**src/hw/rtl/wsfu_pkg.sv**
```systemverilog
// ----------------------------------------------------------------------------
// wsfu_pkg
// Shared types and constants for the websocket frame unmasker.
// ----------------------------------------------------------------------------
package wsfu_pkg;

	localparam int unsigned QUEUE_DEPTH = 4;

	localparam logic [7:0] HDR_FIN_BIT  = 8'h80;
	localparam logic [7:0] HDR_OPCODE   = 8'h0F;
	localparam logic [7:0] HDR_MASK_BIT = 8'h80;
	localparam logic [7:0] HDR_LEN7     = 8'h7F;
	localparam logic [6:0] LEN7_EXT16   = 7'd126;
	localparam logic [6:0] LEN7_EXT64   = 7'd127;

	localparam logic [1:0] ST_DATA     = 2'd0;
	localparam logic [1:0] ST_EMPTY    = 2'd1;
	localparam logic [1:0] ST_UNMASKED = 2'd2;
	localparam logic [1:0] ST_LONG64   = 2'd3;

	typedef enum logic [3:0] {
		PH_IDLE    = 4'd0,
		PH_LEN     = 4'd1,
		PH_EXT_HI  = 4'd2,
		PH_EXT_LO  = 4'd3,
		PH_KEY0    = 4'd4,
		PH_KEY1    = 4'd5,
		PH_KEY2    = 4'd6,
		PH_KEY3    = 4'd7,
		PH_PAYLOAD = 4'd8
	} phase_t;

	typedef struct packed {
		logic [7:0] data_byte;
		logic       frame_start;
	} item_t;

	typedef struct packed {
		logic [7:0] payload_byte;
		logic       last_byte;
		logic [1:0] status;
		logic [3:0] frame_opcode;
		logic       final_fragment;
	} result_t;

	// work handed from the parser to the back end
	typedef struct packed {
		logic [7:0] data;
		logic [7:0] key;
		logic       last;
		logic [1:0] status;
		logic [3:0] opcode;
		logic       fin;
	} cmd_t;

	typedef struct packed {
		logic full;
		logic empty;
	} qstat_t;

endpackage

```
**src/hw/rtl/wsfu_front.sv**
```systemverilog
// ----------------------------------------------------------------------------
// wsfu_front
// Header parser: tracks frame phase, captures length and key, and turns each
// accepted byte that yields a result into a command for the back end.
// ----------------------------------------------------------------------------
module wsfu_front (
	input  logic                 clk,
	input  logic                 arst_n,
	input  logic                 accept,
	input  wsfu_pkg::item_t      item,
	output logic                 cmd_valid,
	output wsfu_pkg::cmd_t       cmd
);

	wsfu_pkg::phase_t phase_q, phase_d;
	logic [15:0] len_q, len_d;
	logic [15:0] done_q, done_d;
	logic [31:0] key_q, key_d;
	logic [3:0]  op_q, op_d;
	logic        fin_q, fin_d;

	logic [15:0] done_inc;
	logic [7:0]  key_sel;
	logic [6:0]  len7;

	always_ff @(posedge clk or negedge arst_n) begin
		if (!arst_n) begin
			phase_q <= wsfu_pkg::PH_IDLE;
			len_q   <= '0;
			done_q  <= '0;
			key_q   <= '0;
			op_q    <= '0;
			fin_q   <= 1'b0;
		end else begin
			phase_q <= phase_d;
			len_q   <= len_d;
			done_q  <= done_d;
			key_q   <= key_d;
			op_q    <= op_d;
			fin_q   <= fin_d;
		end
	end

	assign done_inc = done_q + 16'd1;
	assign len7     = item.data_byte[6:0] & wsfu_pkg::HDR_LEN7[6:0];

	always_comb begin
		case (done_q[1:0])
			2'd0:    key_sel = key_q[31:24];
			2'd1:    key_sel = key_q[23:16];
			2'd2:    key_sel = key_q[15:8];
			default: key_sel = key_q[7:0];
		endcase
	end

	always_comb begin
		phase_d    = phase_q;
		len_d      = len_q;
		done_d     = done_q;
		key_d      = key_q;
		op_d       = op_q;
		fin_d      = fin_q;
		cmd_valid  = 1'b0;
		cmd.data   = '0;
		cmd.key    = '0;
		cmd.last   = 1'b1;
		cmd.status = wsfu_pkg::ST_DATA;
		cmd.opcode = op_q;
		cmd.fin    = fin_q;
		if (accept) begin
			if (item.frame_start) begin
				fin_d   = |(item.data_byte & wsfu_pkg::HDR_FIN_BIT);
				op_d    = 4'(item.data_byte & wsfu_pkg::HDR_OPCODE);
				len_d   = '0;
				done_d  = '0;
				key_d   = '0;
				phase_d = wsfu_pkg::PH_LEN;
			end else begin
				case (phase_q)
					wsfu_pkg::PH_IDLE: begin
					end
					wsfu_pkg::PH_LEN: begin
						if ((item.data_byte & wsfu_pkg::HDR_MASK_BIT) == 8'h00) begin
							phase_d    = wsfu_pkg::PH_IDLE;
							cmd_valid  = 1'b1;
							cmd.status = wsfu_pkg::ST_UNMASKED;
						end else if (len7 == wsfu_pkg::LEN7_EXT64) begin
							phase_d    = wsfu_pkg::PH_IDLE;
							cmd_valid  = 1'b1;
							cmd.status = wsfu_pkg::ST_LONG64;
						end else if (len7 == wsfu_pkg::LEN7_EXT16) begin
							phase_d = wsfu_pkg::PH_EXT_HI;
						end else begin
							len_d   = {9'd0, len7};
							phase_d = wsfu_pkg::PH_KEY0;
						end
					end
					wsfu_pkg::PH_EXT_HI: begin
						len_d   = {item.data_byte, 8'h00};
						phase_d = wsfu_pkg::PH_EXT_LO;
					end
					wsfu_pkg::PH_EXT_LO: begin
						len_d   = {len_q[15:8], item.data_byte};
						phase_d = wsfu_pkg::PH_KEY0;
					end
					wsfu_pkg::PH_KEY0, wsfu_pkg::PH_KEY1, wsfu_pkg::PH_KEY2: begin
						key_d   = {key_q[23:0], item.data_byte};
						phase_d = wsfu_pkg::phase_t'(phase_q + 4'd1);
					end
					wsfu_pkg::PH_KEY3: begin
						key_d  = {key_q[23:0], item.data_byte};
						done_d = '0;
						if (len_q == 16'd0) begin
							phase_d    = wsfu_pkg::PH_IDLE;
							cmd_valid  = 1'b1;
							cmd.status = wsfu_pkg::ST_EMPTY;
						end else begin
							phase_d = wsfu_pkg::PH_PAYLOAD;
						end
					end
					wsfu_pkg::PH_PAYLOAD: begin
						done_d    = done_inc;
						cmd_valid = 1'b1;
						cmd.data  = item.data_byte;
						cmd.key   = key_sel;
						cmd.last  = (done_inc == len_q);
						if (done_inc == len_q) begin
							phase_d = wsfu_pkg::PH_IDLE;
						end
					end
					default: begin
						phase_d = wsfu_pkg::PH_IDLE;
					end
				endcase
			end
		end
	end

endmodule

```
**src/hw/rtl/wsfu_fifo.sv**
```systemverilog
// ----------------------------------------------------------------------------
// wsfu_fifo
// Short command queue between parser and back end.
// ----------------------------------------------------------------------------
module wsfu_fifo #(
	parameter int unsigned DEPTH = wsfu_pkg::QUEUE_DEPTH
) (
	input  logic             clk,
	input  logic             arst_n,
	input  logic             wr_en,
	input  wsfu_pkg::cmd_t   wr_data,
	input  logic             rd_en,
	output wsfu_pkg::cmd_t   rd_data,
	output wsfu_pkg::qstat_t stat
);

	localparam int unsigned PtrW = (DEPTH > 1) ? $clog2(DEPTH) : 1;
	localparam int unsigned CntW = $clog2(DEPTH + 1);

	wsfu_pkg::cmd_t mem_q [DEPTH];
	logic [PtrW-1:0] wptr_q, rptr_q;
	logic [CntW-1:0] count_q;
	logic do_wr, do_rd;

	assign stat.full  = (count_q == CntW'(DEPTH));
	assign stat.empty = (count_q == '0);
	assign do_wr      = wr_en && !stat.full;
	assign do_rd      = rd_en && !stat.empty;
	assign rd_data    = mem_q[rptr_q];

	always_ff @(posedge clk) begin
		if (do_wr) begin
			mem_q[wptr_q] <= wr_data;
		end
	end

	always_ff @(posedge clk or negedge arst_n) begin
		if (!arst_n) begin
			wptr_q  <= '0;
			rptr_q  <= '0;
			count_q <= '0;
		end else begin
			if (do_wr) begin
				wptr_q <= (wptr_q == PtrW'(DEPTH - 1)) ? '0 : wptr_q + PtrW'(1);
			end
			if (do_rd) begin
				rptr_q <= (rptr_q == PtrW'(DEPTH - 1)) ? '0 : rptr_q + PtrW'(1);
			end
			if (do_wr && !do_rd) begin
				count_q <= count_q + CntW'(1);
			end else if (do_rd && !do_wr) begin
				count_q <= count_q - CntW'(1);
			end
		end
	end

endmodule

```
**src/hw/rtl/wsfu_back.sv**
```systemverilog
// ----------------------------------------------------------------------------
// wsfu_back
// Back end: unmasks payload bytes and holds the result beat for the receiver.
// ----------------------------------------------------------------------------
module wsfu_back (
	input  logic              clk,
	input  logic              arst_n,
	input  wsfu_pkg::cmd_t    cmd,
	input  logic              cmd_empty,
	output logic              cmd_pop,
	output wsfu_pkg::result_t result,
	output logic              empty,
	input  logic              pop
);

	wsfu_pkg::result_t res_q;
	logic              valid_q;

	assign cmd_pop = !cmd_empty && (!valid_q || pop);
	assign result  = res_q;
	assign empty   = !valid_q;

	always_ff @(posedge clk or negedge arst_n) begin
		if (!arst_n) begin
			valid_q <= 1'b0;
		end else if (cmd_pop) begin
			valid_q <= 1'b1;
		end else if (pop) begin
			valid_q <= 1'b0;
		end
	end

	always_ff @(posedge clk) begin
		if (cmd_pop) begin
			res_q.payload_byte   <= (cmd.status == wsfu_pkg::ST_DATA) ?
			                        (cmd.data ^ cmd.key) : 8'h00;
			res_q.last_byte      <= cmd.last;
			res_q.status         <= cmd.status;
			res_q.frame_opcode   <= cmd.opcode;
			res_q.final_fragment <= cmd.fin;
		end
	end

endmodule

```
**src/hw/rtl/websocket_frame_unmasker_top.sv**
```systemverilog
// ----------------------------------------------------------------------------
// websocket_frame_unmasker_top
// Receive-side frame parser and payload unmasker, one byte per beat.
// ----------------------------------------------------------------------------
// Input: a byte stream with frame_start on the first header byte of a frame;
// a beat is taken when push is high and full is low. Results: while empty is
// low the oldest result sits on result; pop takes it. Each payload byte gives
// one data result (last_byte marks the end); an empty frame gives one result
// with status empty; an unmasked frame or a 64-bit length gives one error
// result, after which bytes are dropped until the next frame start.
// Path: the parser writes the command queue at the accepting edge, and the
// queue loads the output register when it is empty or being popped.
// Throughput: one byte per cycle, with push and pop in the same cycle.
// A stalled receiver fills the output register and then the command queue
// (QUEUE_DEPTH entries); full then rises and holds the sender.
// Reset clears the parser to wait for a frame start and empties the queue
// and the output register.
// ----------------------------------------------------------------------------
module websocket_frame_unmasker_top #(
	parameter int unsigned QUEUE_DEPTH = wsfu_pkg::QUEUE_DEPTH
) (
	input  logic              clk,
	input  logic              arst_n,
	input  wsfu_pkg::item_t   item,
	input  logic              push,
	output logic              full,
	output wsfu_pkg::result_t result,
	output logic              empty,
	input  logic              pop
);

	logic             accept;
	logic             cmd_valid;
	wsfu_pkg::cmd_t   cmd_in, cmd_out;
	logic             cmd_pop;
	wsfu_pkg::qstat_t q_stat;

	assign full   = q_stat.full;
	assign accept = push && !q_stat.full;

	wsfu_front u_front (
		.clk       (clk),
		.arst_n    (arst_n),
		.accept    (accept),
		.item      (item),
		.cmd_valid (cmd_valid),
		.cmd       (cmd_in)
	);

	wsfu_fifo #(
		.DEPTH (QUEUE_DEPTH)
	) u_fifo (
		.clk     (clk),
		.arst_n  (arst_n),
		.wr_en   (cmd_valid),
		.wr_data (cmd_in),
		.rd_en   (cmd_pop),
		.rd_data (cmd_out),
		.stat    (q_stat)
	);

	wsfu_back u_back (
		.clk       (clk),
		.arst_n    (arst_n),
		.cmd       (cmd_out),
		.cmd_empty (q_stat.empty),
		.cmd_pop   (cmd_pop),
		.result    (result),
		.empty     (empty),
		.pop       (pop)
	);

	a_err_zero: assert property (@(posedge clk) disable iff (!arst_n)
		!empty && result.status != wsfu_pkg::ST_DATA |-> result.payload_byte == 8'h00)
		else $error("non-data result carries a payload byte");

	a_err_last: assert property (@(posedge clk) disable iff (!arst_n)
		!empty && result.status != wsfu_pkg::ST_DATA |-> result.last_byte)
		else $error("non-data result not marked last");

	a_cmd_lands: assert property (@(posedge clk) disable iff (!arst_n)
		cmd_valid && q_stat.empty |=> !q_stat.empty || !empty)
		else $error("parsed command lost");

endmodule

```
**config.mk**
```make
export PLATFORM = sky130hd
export DESIGN_NAME = websocket_frame_unmasker_top
export DESIGN_NICKNAME = d
export VERILOG_FILES = /design/src/hw/rtl/wsfu_pkg.sv /design/src/hw/rtl/wsfu_front.sv /design/src/hw/rtl/wsfu_fifo.sv /design/src/hw/rtl/wsfu_back.sv /design/src/hw/rtl/websocket_frame_unmasker_top.sv
export SDC_FILE = /design/constraint.sdc
export NUM_CORES = 1
export LEC_CHECK = 0
export BUFFER_PORTS_ARGS = -buffer_cell sky130_fd_sc_hd__buf_2
export CAP_MARGIN = 20
export CELL_PAD_IN_SITES_DETAIL_PLACEMENT = 0
export CELL_PAD_IN_SITES_GLOBAL_PLACEMENT = 1
export CORE_ASPECT_RATIO = 1.75
export CORE_MARGIN = 4
export CORE_UTILIZATION = 52
export DETAILED_ROUTE_END_ITERATION = 8
export PLACE_DENSITY = 0.91
export SETUP_SLACK_MARGIN = 0.02
export SYNTH_ARGS = -nofsm -noshare
export SYNTH_HDL_FRONTEND = slang
export SYNTH_HIERARCHICAL = 1
export SYNTH_SLANG_ARGS = --single-unit
```
**constraint.sdc**
```tcl
create_clock -name clk -period 3.4 [get_ports clk]
set_input_delay 0.68 -clock clk [delete_from_list [all_inputs] [get_ports clk]]
set_output_delay 0.68 -clock clk [all_outputs]
set_load 0.01 [all_outputs]
```
Word-level counts from Yosys, hierarchy flattened. Memory sizes are Yosys's and may differ from the RTL's. Index checks and enable logic that the tools add are counted.

Bits in registers: 97. Latch bits: 0. Memory bits (writable): 96. Memory bits (read-only): 0. Bits of input ports: 13. Output and inout bits: 18. Word-level logic and storage cells: 116. Memories kept: 1.

$add $sub $neg: 6. $mul: 0. Divide/modulo/power cells: 0. Magnitude comparators: 0. Eq/ne operators: 22. Shift operators: 0. Muxes and demuxes: 38. Bitwise logic cells: 1. Reductions and logical operators: 32.

Memory list: u_fifo.mem_q (words 4, bits a word 24, rd ports 1, clocked after Yosys merged registers in 0, write ports 1, RTL line wsfu_fifo.sv:20) `wsfu_pkg::cmd_t mem_q [DEPTH];`.

Operators with widths (number): $mux 16 (5); $mux 32 (2); $pmux 16 s3 (1); $mux 19 (2); $pmux 16 s2 (1); $pmux 4 s7 (1); $pmux 8 s3 (1); $mux 17 (1); $add 16x1->16 const B (1); $eq 16x16->1 (1); $eq 4x3->1 const B (4); $logic_not 16->1 (1); $mux 4 (4); $eq 7x7->1 const B (2); $mux 3 (4); $mux 1 (10); $ne 3x3->1 const B (3); $eq 4x2->1 const B (2); $logic_not 8->1 (1); $mux 2 (4); $xor 8x8->8 (1); $eq 2x2->1 const B (3); $logic_and 1x1->1 (6); $reduce_and 2->1 (3); 25 further kinds (35).

Longest topological paths before layout. Gate-level depths: netlist of the first run.

Depth in word-level cells: 11. Gate-level depth with buffers: 15. Gate-level depth less buffers: 13.

Modules after synthesis. The synthesis of the first run kept the hierarchy.

Modules (own cells, without submodules): wsfu_front (instances 1, cells an instance 447, area each 4149.0 µm², sequential area each 1826.8 µm²); wsfu_fifo (instances 1, cells an instance 163, area each 3910.0 µm², sequential area each 3057.9 µm²); wsfu_back (instances 1, cells an instance 39, area each 660.6 µm², sequential area each 505.5 µm²); websocket_frame_unmasker_top (instances 1, cells an instance 1, area each 13.8 µm², sequential area each 0.0 µm²).

Worst setup path after synthesis of the first run. No wires, ideal clock.

Path type: input -> register. Start point: input push. End point: register u_fifo.count_q[2]. Setup time: 0.079 ns. Arrival: 2.973 ns. Required time: 3.321 ns. Path slack: 0.347 ns. Stages: 14. Path buffers: 2. Cell sequence: nor2b_4 > clkbuf_1 > nor2b_1 > nand3_1 > a21oi_1 > or2_2 > nor2b_1 > buf_2 > ha_1 > inv_1 > fa_1 > xor2_1 > nor2_1 > xor2_1.

Longest elaborated chain between the ends: 6. Elaborated cells between the ends (all ways): 8. Those cells by class: 2 x mux; 6 x reduce/logical.

RTL lines: from (decl) (RTL line websocket_frame_unmasker_top.sv:25) `input logic push,`; $logic_and 1x1->1 (*) (RTL line websocket_frame_unmasker_top.sv:39) `assign accept = push && !q_stat.full;`; $mux 1 (*) (RTL line wsfu_front.sv:70) `if (accept) begin`; named net cmd_valid (RTL line websocket_frame_unmasker_top.sv:33) `logic cmd_valid;`; $logic_and 1x1->1 (*) (RTL line wsfu_fifo.sv:27) `assign do_wr = wr_en && !stat.full;`; named net u_fifo.do_wr (RTL line wsfu_fifo.sv:23) `logic do_wr, do_rd;`; $logic_not 1->1 (RTL line wsfu_fifo.sv:51) `end else if (do_rd && !do_wr) begin`; $logic_and 1x1->1 (RTL line wsfu_fifo.sv:51); $reduce_bool 2->1 (no line); to (signal assigned) (RTL line wsfu_fifo.sv:50) `count_q <= count_q + CntW'(1);`; to (signal assigned) (RTL line wsfu_fifo.sv:52) `count_q <= count_q - CntW'(1);`; to (decl) (RTL line wsfu_fifo.sv:22) `logic [CntW-1:0] count_q;`.

Mark *: on every way through the listed nets, which the timed path passes. The rest lies on a longest branch. A chain may end at the register's enable or synchronous reset.

Worst setup path after layout of the first run.
Start point: register u_front.done_q[0]. End point: register u_front.phase_q[0].

Longest elaborated chain between the ends: 4.

RTL lines: from (decl) (RTL line wsfu_front.sv:17) `logic [15:0] done_q, done_d;`; from (signal assigned) (RTL line wsfu_front.sv:37) `done_q <= done_d;`; $add 16x1->16 (RTL line wsfu_front.sv:44) `assign done_inc = done_q + 16'd1;`; $eq 16x16->1 (RTL line wsfu_front.sv:127) `if (done_inc == len_q) begin`; $ne 3x2->1 (no line); $reduce_and 3->1 (no line); to (signal assigned) (RTL line wsfu_front.sv:28) `phase_q <= wsfu_pkg::PH_IDLE;`; to (signal assigned) (RTL line wsfu_front.sv:35) `phase_q <= phase_d;`; to (decl) (RTL line wsfu_front.sv:15) `wsfu_pkg::phase_t phase_q, phase_d;`.

No other way between the ends.

==> results of run 1 <==
[layer usage]
layer  vias up  part of all wire [%]
met3        48                   4.9
met1      2790                    37
met5         -                     0
met4         0                   4.1
li1       2511                     -
met2       216                    54
[per-stage QoR]
stage / hold slack [ps] / instances
final: 100 / 912
after global routing: 89.5 / 912
after CTS: 441 / 911
after detailed placement: 493 / 879
after global placement: 488 / 878
after floorplan: 384 / 650
[worst reg2reg max path, stage by stage, from the launching register on]
cell	delay, ps
dfrtp_1	530
ha_1	300
nand3_1	290
or4b_2	690
o211ai_1	100
a21oi_1	90
or4_4	480
a21oi_1	160
o21ba_1	150
[Yosys cell counts (3+ instances only)]
cell / instances / area, um2
a21oi_1: 21 / 105
a222oi_1: 8 / 80.1
a22o_1: 33 / 289
a31oi_1: 5 / 31.3
and2_1: 6 / 37.5
and3_1: 14 / 87.6
and3_2: 3 / 22.5
buf_2: 3 / 15.0
buf_4: 4 / 30.0
buf_6: 4 / 45.0
clkbuf_1: 27 / 101
dfrtp_1: 81 / 2030
edfxtp_1: 112 / 3360
ha_1: 15 / 188
inv_1: 13 / 48.8
mux2_2: 7 / 78.8
mux4_2: 24 / 541
nand2_1: 52 / 195
nand2b_1: 6 / 37.5
nand3_1: 11 / 55.1
nand4_1: 8 / 50.1
nor2_1: 35 / 131
nor2_2: 8 / 50.1
nor3_1: 7 / 35.0
nor4_1: 6 / 37.5
o211ai_1: 5 / 37.5
o21ai_0: 43 / 215
o31ai_1: 11 / 82.6
xnor2_1: 23 / 201
xor2_1: 8 / 70.1
[sequential cells by signal, indices dropped and copies added (netlist names)]
signal	flops
u_front/done_q	16
u_fifo/rptr_q	2
u_fifo/mem_q	96
u_fifo/wptr_q	2
u_front/key_q	32
u_front/len_q	16
u_front/phase_q	4
u_back/valid_q	1
u_front/fin_q	1
u_front/op_q	4
u_back/result	16
u_fifo/count_q	3
[cells by family after synthesis]
| group | Yosys count | synth area share (%) |
|---|---|---|
| XOR/XNOR | 31 | 3.11 |
| AND/OR/NAND/NOR | 174 | 10.4 |
| flip-flops | 193 | 61.7 |
| adder cells (fa/ha/maj) | 16 | 2.38 |
| multiplexers | 33 | 7.44 |
| AO/OA/AOI/OAI | 149 | 12.0 |
| buffers and inverters | 54 | 2.99 |
[path summary, 6_finish.rpt]
kind / to / slack, ps / depth (start not counted)
setup / recovery: u_front/phase_q[0] / 510 / 8
hold / removal: u_front/phase_q[1] / 100 / 1
setup reg to reg: u_front/phase_q[0] / 510 / 8
hold reg to reg: u_front/key_q[31] / 520 / 1
max in group asynchronous: u_front/key_q[8] / 2690 / 2
min in group clk: u_back/valid_q / 450 / 2
[layout make-up]
class,instances,share of cell area [%]
Inverter,13,0.502
Clock buffer,18,4.41
Sequential cell,193,55.4
Tap cell,224,2.88
Timing Repair Buffer,47,3.16
Clock inverter,14,1.80
Multi-Input combinational cell,403,31.8
[power groups by stage]
stage / registers, W / clock network [W] / logic (W)
floorplan: 0.00306 / 0 / 0.00114
global placement: 0.00309 / 0 / 0.00147
detailed placement: 0.00311 / 0 / 0.00152
CTS: 0.00307 / 0.00202 / 0.00153
global route: 0.00311 / 0.00214 / 0.00166
finish: 0.00307 / 0.00199 / 0.00151
==> results.py, run 1 <==
metrics = {
    "power": {
        "combPwrFrac_pct": 23.0,
        "power.leakage_nw": 3.65,
        "power_w": 0.00656,
        "p_per_area_nw_per_um2": 675,
        "pwr-share-clk_pct": 30.3,
        "switching_power_w": 0.00203,
        "p_int_w": 0.00453,
        "swShare_pct": 30.9,
        "ir_drop_mv": 0.425,
        "pwr-share-seq_pct": 46.7,
    },
    "sta": {
        "drv_slew": 0,
        "finalCriticalPeriod_ps": 2890,
        "setup_violations": 0,
        "timing.slew.headroom_pct": 36.0,
        "clock.fmax_mhz": 346,
        "skew_ps": 14.4,
        "worstMarginPinSlew_ps": 958,
        "fin_crit_sh_pct": 85.0,
        "setup_ws_ps": 509,
        "hold_viol": 0,
        "tns_ps": 0,
        "rsz0062_at_grt": "no",
    },
    "clocking": {
        "cts_hold_buf": 0,
        "cts_resized": 0,
        "post_cts_buffers": 0,
        "numCtsBuffers": 17,
        "clock-sinks": 193,
        "clock_tree.buffer_depth": 2,
        "cts_tree": "built",
        "root_buffer": "clkbuf_16",
        "clk_latency_ps": 430,
        "clkSlewWorstSetupHoldPaths_ps": 80,
        "ctsHtreeMaxLevel": 4,
    },
    "critical_path": {
        "crit_path_end_kind": "flop",
        "worstPathArrival_ps": 3210,
        "crit_path_start_kind": "flop",
        "crit_type": "flop to flop",
        "required_ps": 3720,
        "crit_family": "simple AND/OR/NAND/NOR gates",
        "critical_path_peak_fanout": 11,
        "cp_num_buf_inv": 0,
        "worstPathCellList": "ha_1 -> nand3_1 -> or4b_2 -> o211ai_1 -> a21oi_1 -> or4_4 -> a21oi_1 -> o21ba_1",
        "worstReg2RegStart": "u_front/done_q[0]",
        "critPathSlowestCell": "or4b_2",
        "cpMostUsedCell": "a21oi_1",
        "setup.worst_path.start": "u_front/done_q[0]",
        "max_stage_delay_ps": 690,
    },
    "final_layout": {
        "fin_util_pct": 59.2,
        "fin_area_um2": 9730,
        "drive_above_1_share_pct": 19.8,
        "fill_cells": 1304,
        "layout_common_cells": "edfxtp_1 (112), dfrtp_1 (81), nand2_1 (52)",
        "nNetsFinal": 704,
        "area_delta_synth_final_pct": 11.4,
        "insertedDiodeCount": 0,
        "layout_commonest_cell": "edfxtp_1",
        "seqCellArea_um2": 5390,
        "multi_input_area_um2": 3100,
    },
    "grt": {
        "grt_pass1_vias": 5690,
        "grt_use_met1_pct": 24.5,
        "grt.busiest_layer": "met2",
        "antenna_found_initial": 0,
        "grt_util_met3_pct": 3.55,
        "grtUsageTotal_pct": 20.8,
        "grt_use_met2_pct": 37.2,
        "overflow": 0,
        "grt_max_degree": 82,
        "grt_first_pass_wirelength_um": 30900,
    },
    "routing": {
        "drtPass1Iterations": 6,
        "vias_per_cell": 6.10,
        "vias": 5565,
        "wl_per_cell_um": 20.6,
        "drc": 0,
        "wl_um": 18800,
        "drtAntennaViolNets": 0,
        "initialDrtViolationCount": 585,
    },
    "floorplanning": {
        "die_w_um": 106,
        "initial_core_util_pct": 53.1,
        "core_area_um2": 16400,
        "num_rows": 62,
        "die_y_um": 179,
        "ios": 31,
        "fp.dieArea_um2": 19000,
    },
    "logic_synthesis": {
        "synth_area_per_cell_um2": 13.4,
        "syn_inst": 650,
        "synth_ff_type": "edfxtp_1",
        "netlist_area_um2": 8730,
        "ys_ff_latch": 193,
        "async_flop_share_pct": 42.0,
        "synth_edf_count": 112,
        "synth_fp_nets": 679,
        "ys_warn_count": 6,
        "yosysUniqueCellTypes": 66,
        "yosysSeqAreaShare_pct": 61.7,
    },
    "place": {
        "dpl_worst_slack_ps": 406,
        "dpl_cell_area_um2": 9100,
        "numPortBuffers": 30,
        "hpwl_um": 12800,
        "place.gp.congestion": 0.917,
    },
    "run": {
        "maxCapViolCount": 0,
    },
    "hold_path": {
        "hold_path_class": "primary input to async pin",
    },
    "outcome": {
        "status": "completed",
    },
}
(Power assumes the default switching activity.)
==> run 2: changes to the inputs <==
BUFFER_PORTS_ARGS = not set   (was -buffer_cell sky130_fd_sc_hd__buf_2)
CORE_UTILIZATION = 53   (was 52)
DONT_BUFFER_PORTS = 1   (was not set)
PLACE_DENSITY = 0.9   (was 0.91)
REMOVE_ABC_BUFFERS = 1   (was not set)
==> run 2 against run 1 <==
  * Clock-buffer cell count down 1
  * Critical path depth grew 5
  * Non-clock buffer count fell by 30
  * Hold slack better by 8.7 ps
  * Maximum frequency decreased by 4.5%
  * Highest routed layer unchanged
  * Global-route usage down 0.22 points
  * Utilization grew 0.23 points
  * Critical path type unchanged
  * Clock skew shrank 3.5 ps
  * Via count is 2.2% lower
  * Cell area fell by 2.2%
  * First-iteration DRC count down 9.6%
  * Sequential power rose by 2%
==> results.py, run 2 (same netlist as run 1, synthesis figures left out) <==
metrics = {
    "outcome": {
        "status": "completed",
    },
    "final_layout": {
        "nNetsFinal": 674,
        "reg_top3": "u_fifo/mem_q: 96 flops, u_front/key_q: 32 flops",
        "multi_input_area_um2": 3100,
        "seqCellArea_um2": 5390,
        "drive_above_1_share_pct": 16.4,
        "layout_common_cells": "edfxtp_1 (112), dfrtp_1 (81), nand2_1 (52)",
        "fill_cells": 1215,
        "insertedDiodeCount": 0,
        "largest-register": "u_fifo/mem_q",
        "area_delta_synth_final_pct": 9.00,
        "layout_commonest_cell": "edfxtp_1",
        "instances_no_fill": 847,
        "largest_reg_flops": 96,
    },
    "critical_path": {
        "critical_path_peak_fanout": 10,
        "reg2reg_setup_slack_ps": 370,
        "rr_endpoint": "u_fifo/count_q[2]",
        "max_stage_delay_ps": 430,
        "required_ps": 3750,
        "critPathSlowestCell": "dfrtp_1",
        "crit_path_start_kind": "flop",
        "cp_num_buf_inv": 1,
        "worstPathCellList": "nor3b_2 -> nor2b_4 -> nor2b_1 -> nand3_1 -> a21oi_1 -> or2_2 -> nor2b_1 -> ha_1 -> inv_1 -> fa_1 -> xor2_1 -> nor2_1 -> xor2_1",
        "reg2regPathDepth": 13,
        "worstPathArrival_ps": 3380,
        "crit_path_end_kind": "flop",
        "crit_family": "simple AND/OR/NAND/NOR gates",
        "worstReg2RegStart": "u_fifo/count_q[2]",
        "crit_type": "flop to flop",
    },
    "clocking": {
        "post_cts_buffers": 0,
        "cts_tree": "built",
        "clock-sinks": 193,
        "root_buffer": "clkbuf_16",
        "numCtsBuffers": 17,
        "clkSlewWorstSetupHoldPaths_ps": 80,
        "clk_latency_ps": 430,
        "clock_tree.buffer_depth": 2,
        "ctsHtreeMaxLevel": 4,
    },
    "grt": {
        "grt_max_degree": 82,
        "overflow": 0,
        "grt_first_pass_wirelength_um": 29900,
        "grtUsageTotal_pct": 20.6,
        "antenna_found_initial": 0,
        "grt_pass1_vias": 5589,
    },
    "sta": {
        "skew_ps": 10.9,
        "timing.slew.headroom_pct": 32.7,
        "rsz0062_at_grt": "no",
        "holdWs_ps": 109,
        "finalCriticalPeriod_ps": 3030,
        "clock.fmax_mhz": 330,
        "drv_slew": 0,
        "fin_crit_sh_pct": 89.1,
        "tns_ps": 0,
        "hold_viol": 0,
        "setup_violations": 0,
        "worstMarginPinSlew_ps": 1010,
    },
    "routing": {
        "vias_per_cell": 6.43,
        "wl_per_cell_um": 21.7,
        "vias": 5445,
        "initialDrtViolationCount": 529,
        "drtAntennaViolNets": 0,
        "drtPass1Iterations": 6,
        "drc": 0,
        "wl_um": 18400,
    },
    "place": {
        "place.gp.congestion": 0.938,
        "hpwl_um": 12500,
        "numPortBuffers": 0,
        "placed_cells": 814,
    },
    "floorplanning": {
        "core_area_um2": 16000,
        "ios": 31,
        "die_y_um": 178,
        "num_rows": 61,
        "initial_core_util_pct": 54.5,
        "die_w_um": 105,
        "fp.dieArea_um2": 18700,
    },
    "run": {
        "maxCapViolCount": 0,
    },
    "power": {
        "p_per_area_nw_per_um2": 676,
        "power.leakage_nw": 3.51,
        "ir_drop_mv": 0.348,
        "power_w": 0.00644,
    },
    "hold_path": {
        "hold_path_class": "primary input to async pin",
    },
}
-- run 2: worst max-delay path by stage --
stage / startpoint / to / slack (ps) / cells after the start
CTS: u_fifo/count_q[2] / u_fifo/count_q[2] / 360 / 13
finish: u_fifo/count_q[2] / u_fifo/count_q[2] / 370 / 13
global route: u_fifo/count_q[0] / u_fifo/count_q[2] / 210 / 13
detailed placement: push / u_fifo/count_q[2] / 300 / 12
floorplan: u_front/phase_q[0] / u_front/key_q[0] / 60 / 5
global placement: push / u_fifo/count_q[2] / 440 / 12
-- run 2: metrics by stage --
stage / setup WS (ps) / utilization [%] / area [um2]
after floorplan: 58.0 / - / 8520
after global placement: 443 / 55.5 / 8890
after detailed placement: 296 / 55.6 / 8900
after CTS: 358 / 59.4 / 9520
after global routing: 207 / 59.4 / 9520
final: 372 / 59.4 / 9520
-- run 2: area by class of cell --
type	count	area share, %
clock buffer	17	4.47
clock inverter	15	1.70
inverter	13	0.513
multi-input combinational	403	32.6
sequential	193	56.6
tap	189	2.48
timing repair buffer	17	1.63
-- run 2: where the power goes --
group	leakage, nW	total [W]	internal, W	switching [W]
logic	1.16	0.00136	0.000654	0.000702
clock network	0.286	0.00194	0.000985	0.000955
registers	2.06	0.00314	0.00282	0.000317
-- run 2: what timing repair did --
action,4_1_cts,5_1_grt
resized for setup,0,0
hold buffers,1,0
hold endpoints to repair,81,0
-- run 2: per-layer routing --
metal / GRT usage [%] / vias to the layer above / wire length, um
met1: 23.7 / 2718 / 7010
li1: - / 2459 / -
met5: 0 / - / 0
met2: 36.3 / 224 / 9760
met4: 11.5 / 0 / 800
met3: 3.42 / 44 / 806
